$ cat src/stt_pkg.sv
// Shared types and codes for the source text tokenizer.
// Used by stt_lexer, stt_out_buf and source_text_tokenizer. No dependencies.
`timescale 1ns / 1ps
`default_nettype none

package stt_pkg;

   localparam int POSITION_BITS = 16;
   localparam int MAX_RES       = 3;

   localparam logic [3:0] CLS_IDENT   = 4'd0;
   localparam logic [3:0] CLS_TYPE    = 4'd1;
   localparam logic [3:0] CLS_BOOL    = 4'd2;
   localparam logic [3:0] CLS_NUM     = 4'd3;
   localparam logic [3:0] CLS_STR     = 4'd4;
   localparam logic [3:0] CLS_COLON   = 4'd5;
   localparam logic [3:0] CLS_SEMI    = 4'd6;
   localparam logic [3:0] CLS_COMMA   = 4'd7;
   localparam logic [3:0] CLS_ASSIGN  = 4'd8;
   localparam logic [3:0] CLS_LPAREN  = 4'd9;
   localparam logic [3:0] CLS_RPAREN  = 4'd10;
   localparam logic [3:0] CLS_UNKNOWN = 4'd11;
   localparam logic [3:0] CLS_EOF     = 4'd12;

   localparam logic KIND_BYTE = 1'b0;
   localparam logic KIND_END  = 1'b1;

   localparam logic REC_TEXT = 1'b0;
   localparam logic REC_END  = 1'b1;

   typedef logic [POSITION_BITS-1:0] pos_type;

   typedef struct packed {
      logic       kind;
      logic [7:0] char_in;
   } req_type;

   typedef struct packed {
      logic       rec_type;
      logic [7:0] text_byte;
      logic [3:0] token_class;
      pos_type    start_line;
      pos_type    start_column;
      logic       last;
   } rsp_type;

   typedef struct packed {
      logic [1:0]                count;
      rsp_type [MAX_RES-1:0]     res;
   } batch_type;

endpackage

`default_nettype wire

$ cat src/stt_lexer.sv
// Lexer state and single-pass decode: one source beat in, up to three records out.
// Depends on stt_pkg.
`timescale 1ns / 1ps
`default_nettype none

module stt_lexer (
   input  wire logic               clock,
   input  wire logic               reset,
   input  wire stt_pkg::req_type   item,
   input  wire logic               commit,
   output stt_pkg::batch_type      batch
);

   localparam int         POSITION_BITS = stt_pkg::POSITION_BITS;
   localparam logic [1:0] MODE_IDLE = 2'd0;
   localparam logic [1:0] MODE_WORD = 2'd1;
   localparam logic [1:0] MODE_NUM  = 2'd2;
   localparam logic [1:0] MODE_STR  = 2'd3;
   localparam logic [7:0] CH_NL     = 8'h0A;
   localparam logic [7:0] CH_TAB    = 8'h09;
   localparam logic [7:0] CH_QUOTE  = 8'h22;
   localparam logic [7:0] CH_BSLASH = 8'h5C;

   logic [1:0]               mode_ff, mode_in;
   logic                     esc_ff, esc_in;
   logic [POSITION_BITS-1:0] line_ff, line_in;
   logic [POSITION_BITS-1:0] col_ff, col_in;
   logic [POSITION_BITS-1:0] tline_ff, tline_in;
   logic [POSITION_BITS-1:0] tcol_ff, tcol_in;
   logic [5:0]               hits_ff, hits_in;
   logic [2:0]               wlen_ff, wlen_in;

   logic [1:0]                             n;
   stt_pkg::rsp_type [stt_pkg::MAX_RES-1:0] res;
   logic [7:0]                             c;
   logic                                   do_close;
   logic                                   do_idle;

   function automatic logic [2:0] key_len(input int k);
      case (k)
         0:       return 3'd3;
         1:       return 3'd6;
         2:       return 3'd4;
         3:       return 3'd4;
         4:       return 3'd4;
         default: return 3'd5;
      endcase
   endfunction

   function automatic logic [47:0] key_text(input int k);
      case (k)
         0:       return 48'("int");
         1:       return 48'("string");
         2:       return 48'("bool");
         3:       return 48'("auto");
         4:       return 48'("true");
         default: return 48'("false");
      endcase
   endfunction

   function automatic logic [5:0] next_hits(input logic [5:0] hits, input logic [2:0] len,
                                            input logic [7:0] ch);
      logic [5:0]  h;
      logic [2:0]  pos;
      logic [47:0] txt;
      h = hits;
      for (int k = 0; k < 6; k++) begin
         txt = key_text(k);
         pos = key_len(k) - len - 3'd1;
         if (len >= key_len(k) || txt[8*pos +: 8] != ch) begin
            h[k] = 1'b0;
         end
      end
      return h;
   endfunction

   function automatic logic [3:0] word_class(input logic [5:0] hits, input logic [2:0] len);
      logic [3:0] cls;
      logic       found;
      cls   = stt_pkg::CLS_IDENT;
      found = 1'b0;
      for (int k = 0; k < 6; k++) begin
         if (!found && hits[k] && len == key_len(k)) begin
            found = 1'b1;
            cls   = (k < 4) ? stt_pkg::CLS_TYPE : stt_pkg::CLS_BOOL;
         end
      end
      return cls;
   endfunction

   function automatic logic is_alpha(input logic [7:0] ch);
      return (ch >= "a" && ch <= "z") || (ch >= "A" && ch <= "Z");
   endfunction

   function automatic logic is_digit(input logic [7:0] ch);
      return ch >= "0" && ch <= "9";
   endfunction

   function automatic logic is_space(input logic [7:0] ch);
      return ch == " " || (ch >= 8'd9 && ch <= 8'd13);
   endfunction

   function automatic stt_pkg::rsp_type mk_text(input logic [7:0] ch);
      stt_pkg::rsp_type r;
      r           = '0;
      r.rec_type  = stt_pkg::REC_TEXT;
      r.text_byte = ch;
      return r;
   endfunction

   function automatic stt_pkg::rsp_type mk_end(input logic [3:0] cls,
                                               input logic [POSITION_BITS-1:0] ln,
                                               input logic [POSITION_BITS-1:0] col);
      stt_pkg::rsp_type r;
      r              = '0;
      r.rec_type     = stt_pkg::REC_END;
      r.token_class  = cls;
      r.start_line   = ln;
      r.start_column = col;
      return r;
   endfunction

   always_comb begin
      mode_in  = mode_ff;
      esc_in   = esc_ff;
      line_in  = line_ff;
      col_in   = col_ff;
      tline_in = tline_ff;
      tcol_in  = tcol_ff;
      hits_in  = hits_ff;
      wlen_in  = wlen_ff;
      n        = 2'd0;
      res      = '0;
      c        = item.char_in;
      do_close = 1'b0;
      do_idle  = 1'b0;

      if (item.kind == stt_pkg::KIND_END) begin
         do_close = 1'b1;
      end else begin
         case (mode_ff)
            MODE_STR: begin
               if (esc_ff) begin
                  esc_in = 1'b0;
                  if (c == 8'd0) begin
                     res[n] = mk_text(CH_BSLASH);
                     n      = n + 2'd1;
                     res[n] = mk_text(8'd0);
                     n      = n + 2'd1;
                  end else if (c == "n") begin
                     res[n] = mk_text(CH_NL);
                     n      = n + 2'd1;
                  end else if (c == "t") begin
                     res[n] = mk_text(CH_TAB);
                     n      = n + 2'd1;
                  end else begin
                     res[n] = mk_text(c);
                     n      = n + 2'd1;
                  end
               end else if (c == CH_QUOTE) begin
                  res[n]  = mk_end(stt_pkg::CLS_STR, tline_ff, tcol_ff);
                  n       = n + 2'd1;
                  mode_in = MODE_IDLE;
               end else if (c == CH_BSLASH) begin
                  esc_in = 1'b1;
               end else begin
                  res[n] = mk_text(c);
                  n      = n + 2'd1;
               end
            end
            MODE_WORD: begin
               if (is_alpha(c) || is_digit(c) || c == "_") begin
                  hits_in = next_hits(hits_ff, wlen_ff, c);
                  if (wlen_ff != 3'd7) begin
                     wlen_in = wlen_ff + 3'd1;
                  end
                  res[n] = mk_text(c);
                  n      = n + 2'd1;
               end else begin
                  do_close = 1'b1;
                  do_idle  = 1'b1;
               end
            end
            MODE_NUM: begin
               if (is_digit(c)) begin
                  res[n] = mk_text(c);
                  n      = n + 2'd1;
               end else begin
                  do_close = 1'b1;
                  do_idle  = 1'b1;
               end
            end
            default: begin
               do_idle = 1'b1;
            end
         endcase
      end

      if (do_close) begin
         case (mode_ff)
            MODE_WORD: begin
               res[n] = mk_end(word_class(hits_ff, wlen_ff), tline_ff, tcol_ff);
               n      = n + 2'd1;
            end
            MODE_NUM: begin
               res[n] = mk_end(stt_pkg::CLS_NUM, tline_ff, tcol_ff);
               n      = n + 2'd1;
            end
            MODE_STR: begin
               if (esc_ff) begin
                  res[n] = mk_text(CH_BSLASH);
                  n      = n + 2'd1;
               end
               res[n] = mk_end(stt_pkg::CLS_STR, tline_ff, tcol_ff);
               n      = n + 2'd1;
            end
            default: begin
            end
         endcase
         mode_in = MODE_IDLE;
         esc_in  = 1'b0;
      end

      if (do_idle && !is_space(c)) begin
         tline_in = line_ff;
         tcol_in  = col_ff;
         if (is_alpha(c) || c == "_") begin
            mode_in = MODE_WORD;
            hits_in = next_hits(6'h3F, 3'd0, c);
            wlen_in = 3'd1;
            res[n]  = mk_text(c);
            n       = n + 2'd1;
         end else if (is_digit(c)) begin
            mode_in = MODE_NUM;
            res[n]  = mk_text(c);
            n       = n + 2'd1;
         end else if (c == CH_QUOTE) begin
            mode_in = MODE_STR;
            esc_in  = 1'b0;
         end else begin
            res[n] = mk_text(c);
            n      = n + 2'd1;
            case (c)
               ":":     res[n] = mk_end(stt_pkg::CLS_COLON, line_ff, col_ff);
               ";":     res[n] = mk_end(stt_pkg::CLS_SEMI, line_ff, col_ff);
               ",":     res[n] = mk_end(stt_pkg::CLS_COMMA, line_ff, col_ff);
               "=":     res[n] = mk_end(stt_pkg::CLS_ASSIGN, line_ff, col_ff);
               "(":     res[n] = mk_end(stt_pkg::CLS_LPAREN, line_ff, col_ff);
               ")":     res[n] = mk_end(stt_pkg::CLS_RPAREN, line_ff, col_ff);
               default: res[n] = mk_end(stt_pkg::CLS_UNKNOWN, line_ff, col_ff);
            endcase
            n = n + 2'd1;
         end
      end

      if (item.kind == stt_pkg::KIND_END) begin
         res[n]   = mk_end(stt_pkg::CLS_EOF, line_ff, col_ff);
         n        = n + 2'd1;
         mode_in  = MODE_IDLE;
         esc_in   = 1'b0;
         line_in  = POSITION_BITS'(1);
         col_in   = POSITION_BITS'(1);
         tline_in = POSITION_BITS'(1);
         tcol_in  = POSITION_BITS'(1);
         hits_in  = 6'h3F;
         wlen_in  = 3'd0;
      end else if (c == CH_NL) begin
         if (line_ff != '1) begin
            line_in = line_ff + POSITION_BITS'(1);
         end
         col_in = POSITION_BITS'(1);
      end else if (col_ff != '1) begin
         col_in = col_ff + POSITION_BITS'(1);
      end

      if (n != 2'd0) begin
         res[n - 2'd1].last = 1'b1;
      end

      batch.count = n;
      batch.res   = res;
   end

   always_ff @(posedge clock) begin
      if (reset) begin
         mode_ff  <= MODE_IDLE;
         esc_ff   <= 1'b0;
         line_ff  <= POSITION_BITS'(1);
         col_ff   <= POSITION_BITS'(1);
         tline_ff <= POSITION_BITS'(1);
         tcol_ff  <= POSITION_BITS'(1);
         hits_ff  <= 6'h3F;
         wlen_ff  <= 3'd0;
      end else if (commit) begin
         mode_ff  <= mode_in;
         esc_ff   <= esc_in;
         line_ff  <= line_in;
         col_ff   <= col_in;
         tline_ff <= tline_in;
         tcol_ff  <= tcol_in;
         hits_ff  <= hits_in;
         wlen_ff  <= wlen_in;
      end
   end

endmodule

`default_nettype wire

$ cat src/stt_out_buf.sv
// Result register: holds the records of one source beat and hands them out one per beat.
// Depends on stt_pkg.
`timescale 1ns / 1ps
`default_nettype none

module stt_out_buf (
   input  wire logic                clock,
   input  wire logic                reset,
   input  wire logic                load,
   input  wire stt_pkg::batch_type  batch,
   output logic                     can_load,
   output logic                     rsp_valid,
   input  wire logic                rsp_ready,
   output stt_pkg::rsp_type         rsp_data
);

   stt_pkg::rsp_type [stt_pkg::MAX_RES-1:0] slot_ff, slot_in;
   logic [1:0]                             rem_ff, rem_in;
   logic [1:0]                             idx_ff, idx_in;
   logic                                   pop;

   assign rsp_valid = rem_ff != 2'd0;
   assign pop       = rsp_valid && rsp_ready;
   assign can_load  = (rem_ff == 2'd0) || (rem_ff == 2'd1 && rsp_ready);

   always_comb begin
      case (idx_ff)
         2'd0:    rsp_data = slot_ff[0];
         2'd1:    rsp_data = slot_ff[1];
         2'd2:    rsp_data = slot_ff[2];
         default: rsp_data = slot_ff[0];
      endcase
   end

   always_comb begin
      slot_in = slot_ff;
      rem_in  = rem_ff;
      idx_in  = idx_ff;
      if (load) begin
         slot_in = batch.res;
         rem_in  = batch.count;
         idx_in  = 2'd0;
      end else if (pop) begin
         rem_in = rem_ff - 2'd1;
         idx_in = idx_ff + 2'd1;
      end
   end

   always_ff @(posedge clock) begin
      slot_ff <= slot_in;
      if (reset) begin
         rem_ff <= 2'd0;
         idx_ff <= 2'd0;
      end else begin
         rem_ff <= rem_in;
         idx_ff <= idx_in;
      end
   end

endmodule

`default_nettype wire

$ cat src/source_text_tokenizer.sv
// Top level of the source text tokenizer: input register, lexer, result register.
// Depends on stt_pkg, stt_lexer and stt_out_buf.
//
//   port group   dir  payload               role
//   req_*        in   stt_pkg::req_type     source byte or end-of-source beat
//   rsp_*        out  stt_pkg::rsp_type     token text byte or token end record
//
// One source beat a cycle when each beat yields at most one record and rsp_ready
// is high; a beat that yields two or three records holds the next beat in the
// input register until its last record exits the single-ported result register.
// Beats that yield nothing are consumed without waiting on the result register.
// Synchronous reset returns the lexer to idle at line 1, column 1.
// A stall on rsp backs up through the result register and the input register.
`timescale 1ns / 1ps
`default_nettype none

module source_text_tokenizer (
   input  wire logic              clock,
   input  wire logic              reset,
   input  wire logic              req_valid,
   output logic                   req_ready,
   input  wire stt_pkg::req_type  req_data,
   output logic                   rsp_valid,
   input  wire logic              rsp_ready,
   output stt_pkg::rsp_type       rsp_data
);

   logic               in_vld_ff, in_vld_in;
   stt_pkg::req_type   in_item_ff, in_item_in;
   stt_pkg::batch_type batch;
   logic               can_load;
   logic               consume;
   logic               load;

   assign consume   = in_vld_ff && (batch.count == 2'd0 || can_load);
   assign load      = consume && batch.count != 2'd0;
   assign req_ready = !in_vld_ff || consume;

   always_comb begin
      in_vld_in  = in_vld_ff;
      in_item_in = in_item_ff;
      if (req_valid && req_ready) begin
         in_vld_in  = 1'b1;
         in_item_in = req_data;
      end else if (consume) begin
         in_vld_in = 1'b0;
      end
   end

   always_ff @(posedge clock) begin
      in_item_ff <= in_item_in;
      if (reset) begin
         in_vld_ff <= 1'b0;
      end else begin
         in_vld_ff <= in_vld_in;
      end
   end

   stt_lexer u_lexer (
      .clock (clock),
      .reset (reset),
      .item  (in_item_ff),
      .commit(consume),
      .batch (batch)
   );

   stt_out_buf u_out_buf (
      .clock    (clock),
      .reset    (reset),
      .load     (load),
      .batch    (batch),
      .can_load (can_load),
      .rsp_valid(rsp_valid),
      .rsp_ready(rsp_ready),
      .rsp_data (rsp_data)
   );

   a_eof_last: assert property (@(posedge clock) disable iff (reset)
      rsp_valid && rsp_data.rec_type == stt_pkg::REC_END
         && rsp_data.token_class == stt_pkg::CLS_EOF |-> rsp_data.last)
      else $error("EOF record not marked last");

   a_more_pending: assert property (@(posedge clock) disable iff (reset)
      rsp_valid && rsp_ready && !rsp_data.last |=> rsp_valid)
      else $error("records of a beat lost after a non-final record");

   a_in_hold: assert property (@(posedge clock) disable iff (reset)
      in_vld_ff && !consume |=> in_vld_ff && $stable(in_item_ff))
      else $error("held source beat dropped or changed");

endmodule

`default_nettype wire

$ cat config.mk
export PLATFORM = sky130hd
export DESIGN_NAME = source_text_tokenizer
export DESIGN_NICKNAME = d
export VERILOG_FILES = /design/src/stt_pkg.sv /design/src/stt_lexer.sv /design/src/stt_out_buf.sv /design/src/source_text_tokenizer.sv
export SDC_FILE = /design/constraint.sdc
export NUM_CORES = 1
export LEC_CHECK = 0
export ABC_AREA = 1
export BUFFER_PORTS_ARGS = -buffer_cell sky130_fd_sc_hd__buf_2
export CAP_MARGIN = 10
export CORE_MARGIN = 3
export CORE_UTILIZATION = 40
export CTS_CLUSTER_SIZE = 40
export DETAILED_ROUTE_END_ITERATION = 7
export GPL_TIMING_DRIVEN = 0
export HOLD_SLACK_MARGIN = 0.08
export PLACE_DENSITY_LB_ADDON = 0.2
export SLEW_MARGIN = 20
export SYNTH_ARGS = -nofsm -noshare
export SYNTH_HDL_FRONTEND = slang
export SYNTH_SLANG_ARGS = --single-unit
$ cat constraint.sdc
create_clock -name clock -period 9.2 [get_ports clock]
set_input_delay 0.92 -clock clock [delete_from_list [all_inputs] [get_ports clock]]
set_output_delay 0.92 -clock clock [all_outputs]
set_load 0.02 [all_outputs]
==> implementation parameters, run 1 <==
Parameter                              Value

Run status
  Result of the run ... completed

Critical path
  Critical path class ... reg2out
  Type of origin of the critical path ... flop
  Delay of the slowest cell on the worst path ... 0.44 ns
  Maximum fanout encountered on the critical timing path ... 10
  Cell with the largest stage delay on the worst path ... sky130_fd_sc_hd__dfxtp_1
  Cell repeated most along the worst path ... sky130_fd_sc_hd__nand2_1
  Required time of the critical path ... 8.28 ns
  Crit path DAT ... 6.60 ns
  Sort of element at the end of the critical path ... output port

STA
  Setup TNS ... 0 ns
  Final cycle utilization of the critical path ... 81.79%
  Final count of negative-setup-slack endpoints ... 0
  Maximum clock skew at final layout ... 0.01015 ns
  Final number of hold-violating endpoints ... 0
  Max_slew headroom ... 34.25%
  Final critical-path required period ... 7.524 ns
  Setup repair after global routing missed its margin ... false
  Slew @ Worst Pin ... 0.9863 ns
  Max Clk Rate ... 132.9 MHz
  Count of pins over their slew limit ... 0

Cells and area
  Total inserted antenna cells ... 0
  Finished Cell Area ... 17350 µm²
  Total number of nets in the final design ... 2342
  Share of cells above drive strength 1 ... 7.353%
  Area delta synth->final ... 12.08%
  Final Instance Count excl. Fillers ... 2823

Global route
  Via count of the first global-routing pass ... 15000
  Initial antenna violation count ... 0
  Remaining global-route overflow ... 0
  GRT Total Usage ... 30.02%
  Global-route wire length before repair ... 95.02 mm
  Pin count of the biggest net entering global routing ... 109

Power and ir drop
  Leakage Power ... 0.006914 µW
  Peak ir drop on the vdd network ... 0.1236 mV
  Pwr/cell area ... 276.3 nW/µm²
  Total Power Consumption ... 4796 µW

Clock tree
  Clock buffer depth ... 3
  Clock latency at the later pin of the worst-skew pair ... 0.57 ns
  Cts bufs inserted ... 27
  CTS Hold Bufs ... 0
  Clk Tree Root Cell ... sky130_fd_sc_hd__clkbuf_16
  Clock-pin slew of the registers on the worst-case setup and hold paths ... 0.06 ns
  H-tree depth reported by CTS ... 1
  Post-CTS Setup Bufs ... 0
  # clock sinks ... 228
  TritonCTS clock tree ... yes
  Post-cts repair resize count ... 0

Detailed routing
  Vias ... 16300
  First-pass iteration count of the detailed router ... 8
  Vias per std cell ... 5.774
  Wire length per cell ... 22.49 µm
  Detail Route Antenna Nets ... 0
  Post-Route WL ... 63.49 mm
  Number of design rule violations left after detail routing ... 0
  Violation count after the first detailed-route iteration ... 2137

Floorplanning
  I/O pins ... 61
  Standard cell core area ... 37930 µm²
  Die Span Y ... 202.7 µm
  Die extent in x ... 202.7 µm
  Initial standard-cell utilization of the core ... 40.82%
  Die ar. ... 41110 µm²
  Rows ... 71

Synth
  Cell types with the largest area share after synthesis ... sky130_fd_sc_hd__edfxtp_1, sky130_fd_sc_hd__nand2_1, sky130_fd_sc_hd__dfxtp_1
  Share of flip-flops with an asynchronous set or reset ... 0%
  Yosys cell types ... 45
  Cell area after technology mapping ... 15480 µm²
  Cell count after synthesis ... 2203
  Most used flip-flop cell after synthesis ... sky130_fd_sc_hd__edfxtp_1
  EDFF count, synth ... 147
  Sequential element share of the synthesized area ... 38.98%
  Synthesized netlist net count ... 2253
  Average size of a mapped cell ... 7.028 µm²
  Yosys warnings ... 0
  Area fraction of the dominant cell type after synthesis ... 28.51%
  Synth Register Bits ... 228
  Synth area leader ... sky130_fd_sc_hd__edfxtp_1

Flow run
  Number of violations of the max-capacitance limit ... 0

Placed design
  IO buf count ... 59
  Global placement routability congestion ... 0.9875
  Post-DP HPWL ... 48.33 mm
  DP Cell Count ... 2774
  Cell Area, Placed ... 16450 µm²

Min path
  Class of the tightest hold or removal check ... reg2reg
cell usage in the layout, fill, tap and decap left out, drive strengths merged, types with 13 or more instances in the layout:
master	instances
a21oi	198
a22oi	28
buf	103
clkbuf	160
dfxtp	81
edfxtp	147
ha	37
inv	192
nand2	489
nand3	150
nand4	64
nor2	259
nor3	64
o211ai	16
o21ai	211
o22ai	13
xor2	28
synthesized netlist by cell type, types with 3 or more instances:
| cell type | instances |
|---|---|
| sky130_fd_sc_hd__buf_2 | 13 |
| sky130_fd_sc_hd__a31oi_1 | 12 |
| sky130_fd_sc_hd__nand4_1 | 63 |
| sky130_fd_sc_hd__nand2_1 | 478 |
| sky130_fd_sc_hd__o21bai_1 | 6 |
| sky130_fd_sc_hd__edfxtp_1 | 147 |
| sky130_fd_sc_hd__nor3_1 | 64 |
| sky130_fd_sc_hd__xor2_1 | 28 |
| sky130_fd_sc_hd__nor2_1 | 252 |
| sky130_fd_sc_hd__clkinv_1 | 5 |
| sky130_fd_sc_hd__a22oi_1 | 28 |
| sky130_fd_sc_hd__dfxtp_1 | 81 |
| sky130_fd_sc_hd__a2111oi_0 | 3 |
| sky130_fd_sc_hd__nor4_1 | 11 |
| sky130_fd_sc_hd__ha_1 | 37 |
| sky130_fd_sc_hd__inv_4 | 3 |
| sky130_fd_sc_hd__o21ai_2 | 3 |
| sky130_fd_sc_hd__o211ai_1 | 16 |
| sky130_fd_sc_hd__inv_1 | 177 |
| sky130_fd_sc_hd__buf_6 | 8 |
| sky130_fd_sc_hd__buf_1 | 16 |
| sky130_fd_sc_hd__a21oi_1 | 198 |
| sky130_fd_sc_hd__o41ai_1 | 6 |
| sky130_fd_sc_hd__a211oi_1 | 9 |
| sky130_fd_sc_hd__inv_2 | 11 |
| sky130_fd_sc_hd__nand2_2 | 11 |
| sky130_fd_sc_hd__o22ai_1 | 13 |
| sky130_fd_sc_hd__buf_4 | 6 |
| sky130_fd_sc_hd__o21ai_1 | 6 |
| sky130_fd_sc_hd__nand3_1 | 145 |
| sky130_fd_sc_hd__nand3_2 | 3 |
| sky130_fd_sc_hd__nor2_2 | 6 |
| sky130_fd_sc_hd__clkbuf_1 | 120 |
| sky130_fd_sc_hd__o21ai_0 | 202 |
flip-flops by register name, indices dropped and copies added (netlist names):
register and count:
u_out_buf.slot_ff 138, u_lexer.col_ff 16, u_lexer.line_ff 16, u_lexer.tcol_ff 16, u_lexer.tline_ff 16, in_item_ff 9, u_lexer.hits_ff 6, u_lexer.wlen_ff 3
u_lexer.mode_ff 2, u_out_buf.idx_ff 2, u_out_buf.rem_ff 2, in_vld_ff 1, u_lexer.esc_ff 1
final timing paths:
path / from / endpoint / slack (ns) / cells after the start
setup / recovery: u_lexer.mode_ff[0]$_SDFFE_PP0P_ / req_ready / 1.68 / 26
hold / removal: u_lexer.hits_ff[3]$_SDFFE_PP1P_ / u_lexer.hits_ff[3]$_SDFFE_PP1P_ / 0.51 / 2
setup reg to reg: u_lexer.mode_ff[0]$_SDFFE_PP0P_ / u_out_buf.slot_ff[102]$_DFFE_PP_ / 1.75 / 28
hold reg to reg: u_lexer.hits_ff[3]$_SDFFE_PP1P_ / u_lexer.hits_ff[3]$_SDFFE_PP1P_ / 0.51 / 2
report_power, final:
part	leakage (µW)	total (µW)	internal (µW)	switching, µW
sequential	0.00205	1430	1330	103
combinational	0.00442	2270	597	1670
clock	0.000439	1100	648	453
area by class of cell:
cell class	count	area, µm²
Timing Repair Buffer	60	322.8
Fill cell	3945	20580
Buffer	163	710.7
Clock inverter	9	115.1
Sequential cell	228	6036
Clock buffer	40	785.8
Multi-Input combinational cell	1616	7994
Inverter	196	750.7
Tap cell	511	639.4
through the flow:
stage          worst slack (ns)  hold slack, ns  utilization, %
6_report                  1.676          0.5077           45.75
5_1_grt                   1.216          0.5054           45.75
4_1_cts                   1.874          0.5021           45.75
3_5_place_dp              2.131          0.4965           43.38
3_3_place_gp            -0.4524          0.4901           43.28
2_1_floorplan             1.723          0.4569               -
per-layer routing:
metal | vias to the layer above | track usage (%) | share of wire, %
li1 | 7657 | - | -
met1 | 7738 | 45.15 | 46
met2 | 797 | 44.30 | 42
met3 | 107 | 5.387 | 9.7
met4 | 0 | 7.993 | 2.8
met5 | - | 0 | 0
worst max-delay path: cells and delay by family (launching register included):
family | cells | cell delay [ns]
DFF | 1 | 0.44
and+or+nand+nor | 11 | 1.63
adders and majority gates | 5 | 1.43
AOI/OAI and AO/OA | 4 | 1.04
buffers and inverters | 6 | 1.50
kinds of logic (layout without fill, tap and decap cells):
logic type / Yosys count / in the layout / synth area share [%]
flops: 228 / 228 / 38.98
compound gates: 509 / 509 / 18.05
xor+xnor: 30 / 30 / 1.697
simple gates: 1040 / 1040 / 28.89
fa+ha+maj: 37 / 37 / 2.990
buf+inv: 359 / 468 / 9.390
No activity file was read; power rests on OpenSTA's default activity.
==> run 2, diff against run 1 <==
==> constraint.sdc (replaced) <==
create_clock -name clock -period 7.1 [get_ports clock]
set_input_delay 0.71 -clock clock [delete_from_list [all_inputs] [get_ports clock]]
set_output_delay 0.71 -clock clock [all_outputs]
set_load 0.02 [all_outputs]
==> run 2 against run 1 <==
Effect of this change: first-iteration DRC count is 14% higher; sequential share of layout area is 0.21 points lower; cell count is 0.21% higher; sequential cell count stayed put; register-to-register slack worse by 1.4 ns; cell area is 0.60% higher; critical path depth is 6 higher; worst hold slack worse by 0.20 ns; largest power group unchanged.
==> implementation parameters, run 2 (same netlist as run 1, synthesis figures left out) <==
Parameter                              Value

Run status
  Result of the run ... completed

Global route
  Remaining global-route overflow ... 0
  Initial antenna violation count ... 0
  Fraction of met1 tracks used by global routing ... 43.09%
  Global-route wire length before repair ... 93.47 mm
  Met3 Usage GRT ... 5.548%
  Pin count of the biggest net entering global routing ... 38
  Via count of the first global-routing pass ... 15350
  Met2 Resource Use GR ... 43.54%
  GRT Total Usage ... 29.31%
  GRT busiest layer ... met2

Placed design
  Post-DP HPWL ... 47.54 mm
  IO buf count ... 59
  Setup slack after placement ... 0.1672 ns
  DP Cell Count ... 2777
  Global placement routability congestion ... 1.032

STA
  Max_slew headroom ... 31.56%
  Final count of negative-setup-slack endpoints ... 0
  Max Clk Rate ... 148.9 MHz
  Final number of hold-violating endpoints ... 0
  Slew @ Worst Pin ... 1.027 ns
  Maximum clock skew at final layout ... 0.03565 ns
  Final cycle utilization of the critical path ... 94.58%
  Setup repair after global routing missed its margin ... false
  Final Worst Setup Slack ... 0.3850 ns
  Count of pins over their slew limit ... 0
  Hold slack final ... 0.3067 ns
  Final critical-path required period ... 6.715 ns

Critical path
  Delay of the slowest cell on the worst path ... 0.44 ns
  Sort of element at the end of the critical path ... flop
  Maximum fanout encountered on the critical timing path ... 10
  Crit path DAT ... 7.04 ns
  Required time of the critical path ... 7.42 ns
  R2R Setup Slk ... 0.38 ns
  Cell repeated most along the worst path ... sky130_fd_sc_hd__nand2_1
  Critical path class ... reg2reg
  Cell with the largest stage delay on the worst path ... sky130_fd_sc_hd__a22oi_1
  Type of origin of the critical path ... flop

Detailed routing
  Vias ... 16420
  Wire length per cell ... 21.94 µm
  First-pass iteration count of the detailed router ... 6
  Vias per std cell ... 5.805
  Detail Route Antenna Nets ... 0
  Post-Route WL ... 62.08 mm
  Violation count after the first detailed-route iteration ... 2428
  Number of design rule violations left after detail routing ... 0

Floorplanning
  Initial standard-cell utilization of the core ... 40.82%
  Standard cell core area ... 37930 µm²
  Die extent in x ... 202.7 µm
  I/O pins ... 61
  Die ar. ... 41110 µm²
  Rows ... 71
  Die Span Y ... 202.7 µm

Clock tree
  H-tree depth reported by CTS ... 1
  Clk Tree Root Cell ... sky130_fd_sc_hd__clkbuf_16
  TritonCTS clock tree ... yes
  Cts bufs inserted ... 28
  # clock sinks ... 228
  Post-cts repair resize count ... 0
  Clock latency at the later pin of the worst-skew pair ... 0.60 ns
  Clock-pin slew of the registers on the worst-case setup and hold paths ... 0.07 ns
  CTS Hold Bufs ... 0
  Post-CTS Setup Bufs ... 0
  Clock buffer depth ... 3

Power and ir drop
  Peak ir drop on the vdd network ... 0.2039 mV
  Total Power Consumption ... 6231 µW
  Pwr/cell area ... 356.9 nW/µm²
  Leakage Power ... 0.006924 µW

Cells and area
  Leading cell type in the layout, fill and taps excluded ... sky130_fd_sc_hd__nand2_1
  Number of flip-flops under the largest register name ... 138
  Final Instance Count excl. Fillers ... 2829
  Total inserted antenna cells ... 0
  Area delta synth->final ... 12.75%
  Most frequent cells in the layout ... sky130_fd_sc_hd__nand2_1, sky130_fd_sc_hd__nor2_1, sky130_fd_sc_hd__o21ai_0
  Total number of nets in the final design ... 2346
  Register name with the most flops ... u_out_buf.slot_ff
  Share of cells above drive strength 1 ... 8.067%
  End-of-flow core utilization ... 46.02%

Min path
  Class of the tightest hold or removal check ... in2reg

Flow run
  Number of violations of the max-capacitance limit ... 0
==> run 2: changes by cell type in the layout (fill, tap and decap cells not counted), moves of 2 or more <==
cell | previous run | this run
sky130_fd_sc_hd__inv_6 | 0 | 3
sky130_fd_sc_hd__clkbuf_1 | 128 | 121
sky130_fd_sc_hd__clkbuf_8 | 4 | 0
sky130_fd_sc_hd__clkinv_4 | 1 | 5
sky130_fd_sc_hd__buf_12 | 0 | 4
sky130_fd_sc_hd__clkbuf_2 | 0 | 2
sky130_fd_sc_hd__clkinvlp_4 | 1 | 7
sky130_fd_sc_hd__clkinv_2 | 3 | 1
==> run 2: final timing paths <==
path,start,to,depth (start not counted)
max,in_item_ff[7]$_DFFE_PP_,u_out_buf.slot_ff[102]$_DFFE_PP_,32
min,req_data[8],in_item_ff[8]$_DFFE_PP_,1
max reg2reg,in_item_ff[7]$_DFFE_PP_,u_out_buf.slot_ff[102]$_DFFE_PP_,32
min reg2reg,u_lexer.hits_ff[3]$_SDFFE_PP1P_,u_lexer.hits_ff[3]$_SDFFE_PP1P_,2
==> run 2: area by class of cell <==
cell class | count | area, µm²
Buffer | 163 | 713.2
Multi-Input combinational cell | 1616 | 8019
Clock buffer | 31 | 711.9
Inverter | 196 | 747.0
Sequential cell | 228 | 6036
Tap cell | 511 | 639.4
Fill cell | 3902 | 20470
Timing Repair Buffer | 63 | 375.4
Clock inverter | 21 | 216.5
==> run 2: routing by layer <==
metal  up-vias  share of wire (%)
li1       7675                  -
met1      7752                 44
met2       875                 42
met3       119                 11
met4         0                3.5
met5         -                  0
==> run 2: worst max-delay path: cells and delay by family (launching register included) <==
family | cells | cell delay [ns]
AOI/OAI and AO/OA | 5 | 1.44
DFF | 1 | 0.38
adders and majority gates | 4 | 1.10
and+or+nand+nor | 16 | 2.11
buffers and inverters | 7 | 1.44
==> run 2: where the power goes <==
group	switching, µW	leakage (µW)	internal [µW]	total (µW)
logic	2160	0.00444	789	2950
registers	131	0.00205	1710	1850
clock network	655	0.000428	783	1440
==> run 2: stage by stage <==
stage / setup TNS [ns] / cell area (µm²)
floorplan: 0 / 15490
global placement: -215.67 / 16420
detailed placement: 0 / 16500
CTS: 0 / 17430
global route: 0 / 17460
finish: 0 / 17460
